<file path="src/hw/rtl/pal_pkg.sv">
`default_nettype none
package pal_pkg;

   localparam int WORD_W       = 32;
   localparam int POS_W        = 7;
   localparam int KIND_W       = 2;
   localparam int STATUS_W     = 2;
   localparam int COUNT_W      = 8;
   localparam int CAPACITY_DEF = 128;
   localparam int CAPACITY_MAX = 1024;
   // wide enough for any count up to the largest capacity
   localparam int TGT_W        = $clog2(CAPACITY_MAX + 1);
   localparam int GROUP_SIZE   = 16;

   typedef enum logic [KIND_W-1:0] {
      REQ_APPEND = 2'd0,
      REQ_INSERT = 2'd1,
      REQ_DELETE = 2'd2,
      REQ_READ   = 2'd3
   } req_kind_type;

   typedef enum logic [STATUS_W-1:0] {
      ST_OK    = 2'd0,
      ST_RANGE = 2'd1,
      ST_FULL  = 2'd2
   } status_type;

   typedef enum logic [1:0] {
      CELL_HOLD   = 2'd0,
      CELL_WRITE  = 2'd1,
      CELL_INSERT = 2'd2,
      CELL_DELETE = 2'd3
   } cell_op_type;

   typedef struct packed {
      cell_op_type               op;
      logic [TGT_W-1:0]          target;
      logic signed [WORD_W-1:0]  value;
   } cell_ctl_type;

endpackage
`default_nettype wire

</file>
<file path="src/hw/rtl/pal_cell.sv">
`default_nettype none
module pal_cell #(
   parameter int IDX = 0
) (
   input  wire logic                              clock,
   input  wire pal_pkg::cell_ctl_type             ctl,
   input  wire logic signed [pal_pkg::WORD_W-1:0] prev_word,
   input  wire logic signed [pal_pkg::WORD_W-1:0] next_word,
   output logic signed [pal_pkg::WORD_W-1:0]      word,
   output logic signed [pal_pkg::WORD_W-1:0]      hit_word
);
   import pal_pkg::*;

   localparam logic [TGT_W-1:0] MY_IDX = TGT_W'(IDX);

   logic signed [WORD_W-1:0] word_ff;
   logic signed [WORD_W-1:0] word_in;
   logic                     eq;
   logic                     gt;

   assign eq = (MY_IDX == ctl.target);
   assign gt = (MY_IDX > ctl.target);

   always_comb begin
      word_in = word_ff;
      case (ctl.op)
         CELL_WRITE: begin
            if (eq) word_in = ctl.value;
         end
         CELL_INSERT: begin
            // entries at and above the target move up one place
            if (gt) word_in = prev_word;
            else if (eq) word_in = ctl.value;
         end
         CELL_DELETE: begin
            if (gt || eq) word_in = next_word;
         end
         default: word_in = word_ff;
      endcase
   end

   always_ff @(posedge clock) begin
      word_ff <= word_in;
   end

   assign word     = word_ff;
   assign hit_word = eq ? word_ff : '0;

endmodule
`default_nettype wire

</file>
<file path="config.mk">
export PLATFORM = sky130hd
export DESIGN_NAME = pal_cell
export DESIGN_NICKNAME = d
export VERILOG_FILES = /design/src/hw/rtl/pal_pkg.sv /design/src/hw/rtl/pal_cell.sv
export SDC_FILE = /design/constraint.sdc
export NUM_CORES = 1
export LEC_CHECK = 0
export ABC_CLOCK_PERIOD_IN_PS = 2100
export CORE_AREA = 2 2 68 70
export DETAILED_ROUTE_END_ITERATION = 12
export DIE_AREA = 0 0 70 72
export DONT_BUFFER_PORTS = 1
export PLACE_DENSITY_LB_ADDON = 0.1
export SLEW_MARGIN = 10
export SYNTH_ARGS = -nofsm -noshare
export SYNTH_HDL_FRONTEND = slang
export SYNTH_SLANG_ARGS = --single-unit
</file>
<file path="constraint.sdc">
create_clock -name clock -period 2.1 [get_ports clock]
set_clock_uncertainty 0.1 [all_clocks]
set_input_delay 0.105 -clock clock [delete_from_list [all_inputs] [get_ports clock]]
set_output_delay 0.105 -clock clock [all_outputs]
set_load 0.01 [all_outputs]
</file>
Word-level counts from Yosys, hierarchy flattened
Cells that the tools add are included.

Bits in registers: 32. Latch bits: 0. Bits in writable memories: 0. Memory bits (read-only): 0. Input bits: 110. Output and inout port bits: 64. Word-level logic and storage cells: 15. Memories: 0.

Add/sub/neg operators: 0. $mul: 0. Divide/modulo/power cells: 0. Order comparisons: 1. Eq/ne operators: 4. Shifts and indexed selects: 0. Muxes and demuxes: 5. Bitwise operators: 0. Reductions and logical operators: 4.

Operators by type and width (count): $mux 32 (4); $pmux 32 s3 (1); $gt 1x11->1 const A (1); $logic_not 11->1 (1); $eq 2x2->1 const B (2); $reduce_bool 3->1 (1); $eq 2x1->1 const B (1); $ne 2x2->1 const B (1); $reduce_and 2->1 (1); $logic_or 1x1->1 (1).

Depth between registers and ports, before layout
Gate-level depths: netlist of run 1.

Depth after elaboration: 4. Mapped depth: 7. Depth with buffers taken out: 5.

Worst setup path before layout of run 1
OpenSTA, ideal clock, no wires.

Path type: input port to flip-flop. Start point: input ctl[38] (netlist bit). End point: register word_ff[0], in the netlist word[0] (enable). Setup time: 377 ps. Data arrival time: 1495 ps. Required time: 1623 ps. Path slack: 129 ps. Cell stages on the path: 4. Path buffers: 1. Path through: or4_1 > buf_2 > nor2_2 > a31o_2.

Word-level cells in the longest chain between the ends: 4. Elaborated cells between the ends (all ways): 5. Classes of those cells: order compare: 1; eq/ne: 1; reduce/logical: 3.

RTL lines: start, declared (RTL line pal_cell.sv:6) `input wire pal_pkg::cell_ctl_type ctl,`; $gt 1x11->1 or $logic_not 11->1 (tied branches) (RTL line pal_cell.sv:22, pal_cell.sv:21); $logic_or 1x1->1 * (RTL line pal_cell.sv:36) `if (gt || eq) word_in = next_word;`; $ne 2x2->1 (no source line) *; $reduce_and 2->1 (no source line) *; end signal, assigned (RTL line pal_cell.sv:43) `word_ff <= word_in;`; end, declared (RTL line pal_cell.sv:16) `logic signed [WORD_W-1:0] word_ff;`.

Every way passes the cells marked *; elsewhere a longest branch is shown, timed or not. A chain may end at the register's enable or synchronous reset.

Worst setup path after layout of run 1
Start point: input ctl[32] (netlist bit). End point: output hit_word[7] (netlist bit).

Word-level cells in the longest chain between the ends: 2.

RTL lines: $logic_not 11->1 (RTL line pal_cell.sv:21) `assign eq = (MY_IDX == ctl.target);`; $mux 32 (RTL line pal_cell.sv:47) `assign hit_word = eq ? word_ff : '0;`; end, declared (RTL line pal_cell.sv:10) `output logic signed [pal_pkg::WORD_W-1:0] hit_word`.

No other way between the ends.

==> qor.csv, run 1 <==
stage;metric;value;unit
power_and_ir_drop;vdd_drop_max;430;uV
global_route;grt_pass1_wl;10300;um
sta;max_freq;0.563;GHz
route;drt-vias-per-instance;6.98;
die;initial_core_util;0.520;
yosys;synth_edf_count;32;
setup_path;path_buf_inv;2;
cts;clk_latency;0.28;ns
route;detail_route.iter0.violations;158;
cts;h-tree-depth;2;
yosys;synth_cells;240;
place;finalWeightedCongestion;0.720;
die;die_x;70;um
setup_path;reg2reg_slack;0.93;ns
power_and_ir_drop;p_leak;0.910;nW
place;dp_hpwl;4240;um
yosys;synth.distinct_cells;19;
final_layout;nNetsFinal;370;
yosys;synth.avg_cell_area;9.23;um2
cts;cts_buffers;5;
run;drv_cap;0;
final_layout;largest_reg_flops;32;
setup_path;path_max_fanout;32;
cts;cts_sinks;32;
sta;tns;0;ns
power_and_ir_drop;power.share.clock;0.337;
die;io_pins;174;
global_route;grt_start_max_net_pins;35;
die;die_y;72;um
setup_path;r2r_end;word[31];
hold_path;min_from;ctl[3];
global_route;antenna_found_initial;0;
hold_path;hold_end;word[3];
route;antenna_left;0;
sta;setup_viol;0;
place;portBuffers;0;
global_route;gr-total-overflow;0;
place;dp_cells;271;
cts;cts_tree;built;
route;routedWlPerCell;21.0;um
power_and_ir_drop;switching_share;0.260;
die;die-area;5040;um2
power_and_ir_drop;seqPwrFrac;0.513;
cts;clkTransAtPathRegs;0.07;ns
yosys;netlist_area;2220;um2
yosys;ys_warn_count;0;
yosys;netlist_top_cells_area;edfxtp_1 43%, o311ai_0 13%, o211ai_1 11%, and3_1 9.0%, nand3_1 7.2%;
route;drc;0;
setup_path;worstSetupEndpointType;output pin;
yosys;synth_fp_nets;352;
yosys;yosysSeqAreaShare;0.434;
cts;cts_root_buffer;clkbuf_8;
setup_path;cp_common_cell;buf_4;
setup_path;cpMaxStageDelayCell;or4_1;
power_and_ir_drop;powerDensity;641;nW/um2
yosys;synth_ff_type;edfxtp_1;
yosys;synth_top_cell_by_area;edfxtp_1;
setup_path;cp_top_family;simple AND/OR/NAND/NOR gates;
yosys;ys_async_sr_fraction;0;
setup_path;path_cells;or4_1 -> buf_4 -> nor2_2 -> buf_4 -> and3_1;
setup_path;reg2regPathDepth;2;
final_layout;num_antenna_cells;0;
power_and_ir_drop;internal_power;1.26;mW
place;pre_cts_slack;0.180;ns
setup_path;startpoint_type;input pin;
setup_path;required;1.89;ns
die;core_area;4260;um2
final_layout;layout-drive-gt1-share;0.100;
setup_path;r2r-start;word[31];
sta;period_share;0.846;
final_layout;final_cell_count_no_fill;311;
die;num_rows;24;
sta;finalCriticalPeriod;1.78;ns
power_and_ir_drop;switching_power;0.444;mW
sta;worst_slew_pin_slew;0.367;ns
yosys;synth-seq-cells;32;
global_route;grt_pass1_vias;2203;
setup_path;max_stage_delay;0.55;ns
final_layout;area_growth;20.1;%
sta;slew_viol_final;0;
sta;max_slew_margin;0.752;
cts;cts_buffer_depth;2;
status;outcome;complete, no violations;
setup_path;crit_type;in2out;
sta;fin_ws;0.324;ns
sta;rsz0062_at_grt;no;
route;wl;6550;um
route;vias;2171;
hold_path;whs_path_depth;2;
sta;hold_viol_final;0;
setup_path;crit_arrival;1.57;ns
yosys;synth_top_area_share;0.434;
route;firstDrtPassIters;5;
power_and_ir_drop;p_comb_frac;0.150;
sta;timing.hold.ws;0.0122;ns
hold_path;hp-class;in2reg;
global_route;grt.total_usage;0.256;
-- placed cells by master (no fill, tap or decap) --
| master | synthesis | routed |
|---|---|---|
| nand3_1 | 32 | 32 |
| nand2_1 | 32 | 32 |
| o311ai_0 | 32 | 32 |
| o211ai_1 | 32 | 32 |
| and3_1 | 32 | 32 |
| dlygate4sd3_1 | 0 | 32 |
| edfxtp_1 | 32 | 32 |
| buf_4 | 0 | 15 |
| clkbuf_8 | 0 | 5 |
| or4_1 | 2 | 2 |
| ha_1 | 2 | 2 |
| or2_1 | 1 | 1 |
| nand2b_2 | 0 | 1 |
| nor3_2 | 0 | 1 |
| or3_1 | 1 | 1 |
| nor2_2 | 1 | 1 |
| nor2_1 | 1 | 1 |
| a31o_2 | 1 | 1 |
| inv_1 | 1 | 1 |
| clkinv_2 | 0 | 1 |
| bufinv_16 | 0 | 1 |
| clkbuf_1 | 30 | 1 |
-- stage by stage --
step                      instance area, um2  total power, mW  utilization
after floorplan                         2220             1.03            -
after global placement                  2230             1.08        0.524
after detailed placement                2230             1.09        0.524
after CTS                               2660             1.72        0.624
after global routing                    2660             1.79        0.624
final                                   2660             1.71        0.624
-- per-layer routing --
metal	track usage	routed length [um]	up-vias	share of wire
li1	-	-	989	-
met1	0.315	2540	1020	0.39
met2	0.447	3300	154	0.50
met3	0.0569	642	8	0.098
met4	0.0897	65	0	0.0099
met5	0	0	-	0
-- how the worst max path moves through the flow --
stage | start | end | depth (start not counted)
final | ctl[32] | hit_word[7] | 5
after global routing | ctl[32] | hit_word[7] | 5
after CTS | ctl[32] | hit_word[7] | 5
after detailed placement | ctl[38] | word[20] | 5
after global placement | ctl[38] | word[7] | 5
after floorplan | ctl[38] | word[0] | 4
-- layout make-up --
cell class	count	area (um2)
clock inverters	2	35.0
clock buffers	6	72.6
fillers	380	1600
repair buffers	47	433
flip-flops and latches	32	961
inverters	1	3.75
multi-input cells	171	1090
well taps	52	65.1
-- cells by family after synthesis --
family / Yosys count / synth area share
simple gates: 104 / 0.239
compound gates: 65 / 0.239
buf+inv: 37 / 0.0774
flops: 32 / 0.434
fa+ha+maj: 2 / 0.0113
-- repair_timing --
action	4_1_cts	5_1_grt
hold buffers	32	0
hold endpoints to repair	32	0
setup buffers	0	0
gates resized for setup	0	0
-- power groups by stage --
stage	sequential [mW]	clock (mW)	combinational, mW
final	0.876	0.575	0.257
after global routing	0.883	0.620	0.284
after CTS	0.875	0.587	0.254
after detailed placement	0.888	0	0.206
after global placement	0.885	0	0.194
after floorplan	0.869	0	0.156
(Power assumes the default switching activity.)
==> inputs of run 2 (changes only) <==
- ABC_AREA: not set -> 1
- ABC_CLOCK_PERIOD_IN_PS: 2100 -> 1800
- CORE_AREA: 2 2 68 70 -> 2 2 66 68
- DIE_AREA: 0 0 70 72 -> 0 0 68 70
- clock period: 2.1 -> 1.8 ns (I/O delays scaled with it)
==> run 2 against run 1 <==
  * Power rose by 7.1%
  * Die area decreased by 5.6%
  * Utilization up 2.3 points
  * Highest routed layer unchanged
==> qor.csv, run 2 <==
stage;metric;value;unit;change
place;place_area;2290;um2;+2.4%
hold_path;hp-class;in2reg;;
final_layout;nNetsFinal;472;;+28%
sta;worst_slew_pin_slew;1.02;ns;+0.653 ns
final_layout;fin_area;2680;um2;+0.80%
route;drt-vias-per-instance;5.10;;-27%
global_route;grt_start_max_net_pins;65;;+86%
global_route;use_met3;0.0660;;+0.00908
final_layout;area_growth;20.1;%;about the same
cts;h-tree-depth;2;;unchanged
yosys;synth_edf_count;32;;unchanged
final_layout;num_antenna_cells;0;;unchanged
global_route;grt_pass1_wl;8940;um;-13%
global_route;grt.met1_usage;0.271;;-0.0440
global_route;grt.total_usage;0.248;;-0.00816
final_layout;largest_reg_flops;32;;unchanged
sta;rsz0062_at_grt;no;;
yosys;synth.distinct_cells;13;;-6
die;core_area;4140;um2;-2.8%
global_route;grtUsageMet2;0.454;;+0.00759
yosys;synth_top_area_share;0.430;;-0.00340
die;die-area;4760;um2;-5.6%
place;finalWeightedCongestion;0.758;;+5.3%
yosys;yosysSeqAreaShare;0.430;;-0.00340
die;die_x;68;um;-2.9%
final_layout;layout-drive-gt1-share;0.0556;;-0.0448
yosys;netlist_top_cells_area;edfxtp_1 43%, nand2_1 17%, nand3_1 15%, inv_1 12%, nor2_1 5.9%;;
final_layout;final_common_cell;nand2_1;;
yosys;synth_most_common_cell;nand2_1;;
power_and_ir_drop;p_leak;1.44;nW;+58%
sta;setup_viol;0;;unchanged
run;drv_cap;0;;unchanged
yosys;synth_top_cell_by_area;edfxtp_1;;
cts;clk_latency;0.27;ns;about the same
die;io_pins;174;;unchanged
sta;fin_ws;0.238;ns;-0.0866 ns
setup_path;path_cells;nor2_1 -> nand2_1 -> nor2_4 -> buf_4 -> nand2_4 -> nor2_1 -> buf_4;;
yosys;synth_fp_nets;441;;+25%
cts;cts_buffer_depth;2;;unchanged
global_route;grt_pass1_vias;2086;;-5.3%
final_layout;final_cell_mix;101 x nand2_1, 71 x inv_1, 65 x nand3_1, 35 x nor2_1;;
setup_path;crit_type;in2out;;
sta;finalCriticalPeriod;1.56;ns;
cts;cts_tree;built;;
sta;period_share;0.868;;
yosys;netlist_area;2230;um2;+0.79%
cts;cts_buffers;5;;unchanged
place;dp_hpwl;3620;um;-14%
die;die_y;70;um;-2.8%
place;portBuffers;0;;unchanged
yosys;synth_cells;329;;+37%
route;detail_route.iter0.violations;101;;-36%
yosys;synth.avg_cell_area;6.79;um2;-26%
power_and_ir_drop;vdd_drop_max;345;uV;-20%
sta;max_slew_margin;0.317;;-0.435
setup_path;crit_arrival;1.37;ns;-0.20 ns
global_route;busiest_layer;met2;;
status;outcome;complete, no violations;;
cts;clkTransAtPathRegs;0.06;ns;about the same
cts;cts_sinks;32;;unchanged
die;initial_core_util;0.539;;+0.0193
cts;cts_root_buffer;clkbuf_8;;
sta;hold_viol_final;0;;unchanged
route;antenna_left;0;;unchanged
setup_path;path_max_fanout;64;;+100%
die;num_rows;24;;unchanged
yosys;synth_ff_type;edfxtp_1;;
global_route;gr-total-overflow;0;;unchanged
setup_path;max_stage_delay;0.39;ns;-0.16 ns
setup_path;required;1.61;ns;-0.28 ns
route;firstDrtPassIters;5;;unchanged
sta;max_freq;0.640;GHz;
sta;slew_viol_final;0;;unchanged
setup_path;startpoint_type;input pin;;
final_layout;fillers;397;;+4.5%
route;routedWlPerCell;14.1;um;-33%
route;wl;5800;um;-11%
place;pre_cts_slack;0.0454;ns;-0.134 ns
global_route;antenna_found_initial;0;;unchanged
power_and_ir_drop;powerDensity;682;nW/um2;+6.3%
setup_path;worstSetupEndpointType;output pin;;
yosys;ys_warn_count;0;;unchanged
route;drc;0;;unchanged
route;vias;2100;;-3.3%
setup_path;cpMaxStageDelayCell;nand2_4;;
yosys;ys_async_sr_fraction;0;;unchanged
yosys;synth_common_cells;101 x nand2_1, 71 x inv_1, 65 x nand3_1;;
yosys;synth-seq-cells;32;;unchanged
sta;tns;0;ns;unchanged
-- run 2: changes by cell type after synthesis, sizes merged, moves of 2 or more --
cell | previous run | this run
inv | 1 | 71
or4 | 2 | 0
nand3 | 32 | 65
o311ai | 32 | 0
and3 | 32 | 0
nand2 | 32 | 102
buf | 6 | 16
o211ai | 32 | 0
nor2 | 2 | 37
clkbuf | 30 | 3
-- run 2: report_power, final --
group          switching [mW]  internal, mW  leakage (nW)
Clock                   0.245         0.255        0.0391
Combinational           0.186         0.130          1.09
Sequential             0.0831         0.931         0.308
Total                   0.513          1.32          1.44
-- run 2: cell type report --
type	count	area [um2]	area share
multi-input combinational	207	911	0.340
timing repair buffer	43	403	0.150
clock inverter	2	7.51	0.00280
sequential	32	961	0.358
clock buffer	5	68.8	0.0257
tap	52	65.1	0.0243
inverter	71	267	0.0993
-- run 2: critical path, delay by kind of cell --
kind / cells / cell delay (ns)
and+or+nand+nor: 5 / 0.87
buffers and inverters: 2 / 0.40
-- run 2: cell families after synthesis --
logic type / synth area share
AOI/OAI and AO/OA: 0.00224
adders and majority gates: 0.0112
buffers and inverters: 0.167
DFF: 0.430
and+or+nand+nor: 0.389
-- run 2: per-layer routing --
layer / part of all wire / up-vias / wire, um
li1: - / 1058 / -
met1: 0.42 / 944 / 2410
met2: 0.51 / 96 / 2940
met3: 0.072 / 2 / 418
met4: 0.0043 / 0 / 25
met5: 0 / - / 0
-- run 2: per-stage QoR --
| step | utilization | power [mW] | hold WS, ns | instances |
|---|---|---|---|---|
| 2_1_floorplan | - | 1.22 | 0.172 | 329 |
| 3_3_place_gp | 0.552 | 1.28 | 0.174 | 373 |
| 3_5_place_dp | 0.552 | 1.28 | 0.178 | 373 |
| 4_1_cts | 0.647 | 1.84 | 0.0111 | 412 |
| 5_1_grt | 0.647 | 1.93 | 0.0392 | 412 |
| 6_report | 0.647 | 1.83 | 0.0178 | 412 |
-- run 2: path summary, 6_finish.rpt --
path | slack, ns | to | start | depth (start not counted)
max | 0.24 | hit_word[16] | ctl[40] | 7
min | 0.02 | word[15] | ctl[15] | 4
max reg2reg | 0.67 | word[2] | word[2] | 4
min reg2reg | 0.64 | word[9] | word[9] | 4
-- run 2: timing repair --
| action | in CTS | in global routing |
|---|---|---|
| setup endpoints to repair | 0 | 0 |
| hold buffers | 32 | 0 |
| endpoints found under the hold margin | 32 | 0 |
| buffers inserted | 0 | 0 |
| resized for setup | 0 | 0 |
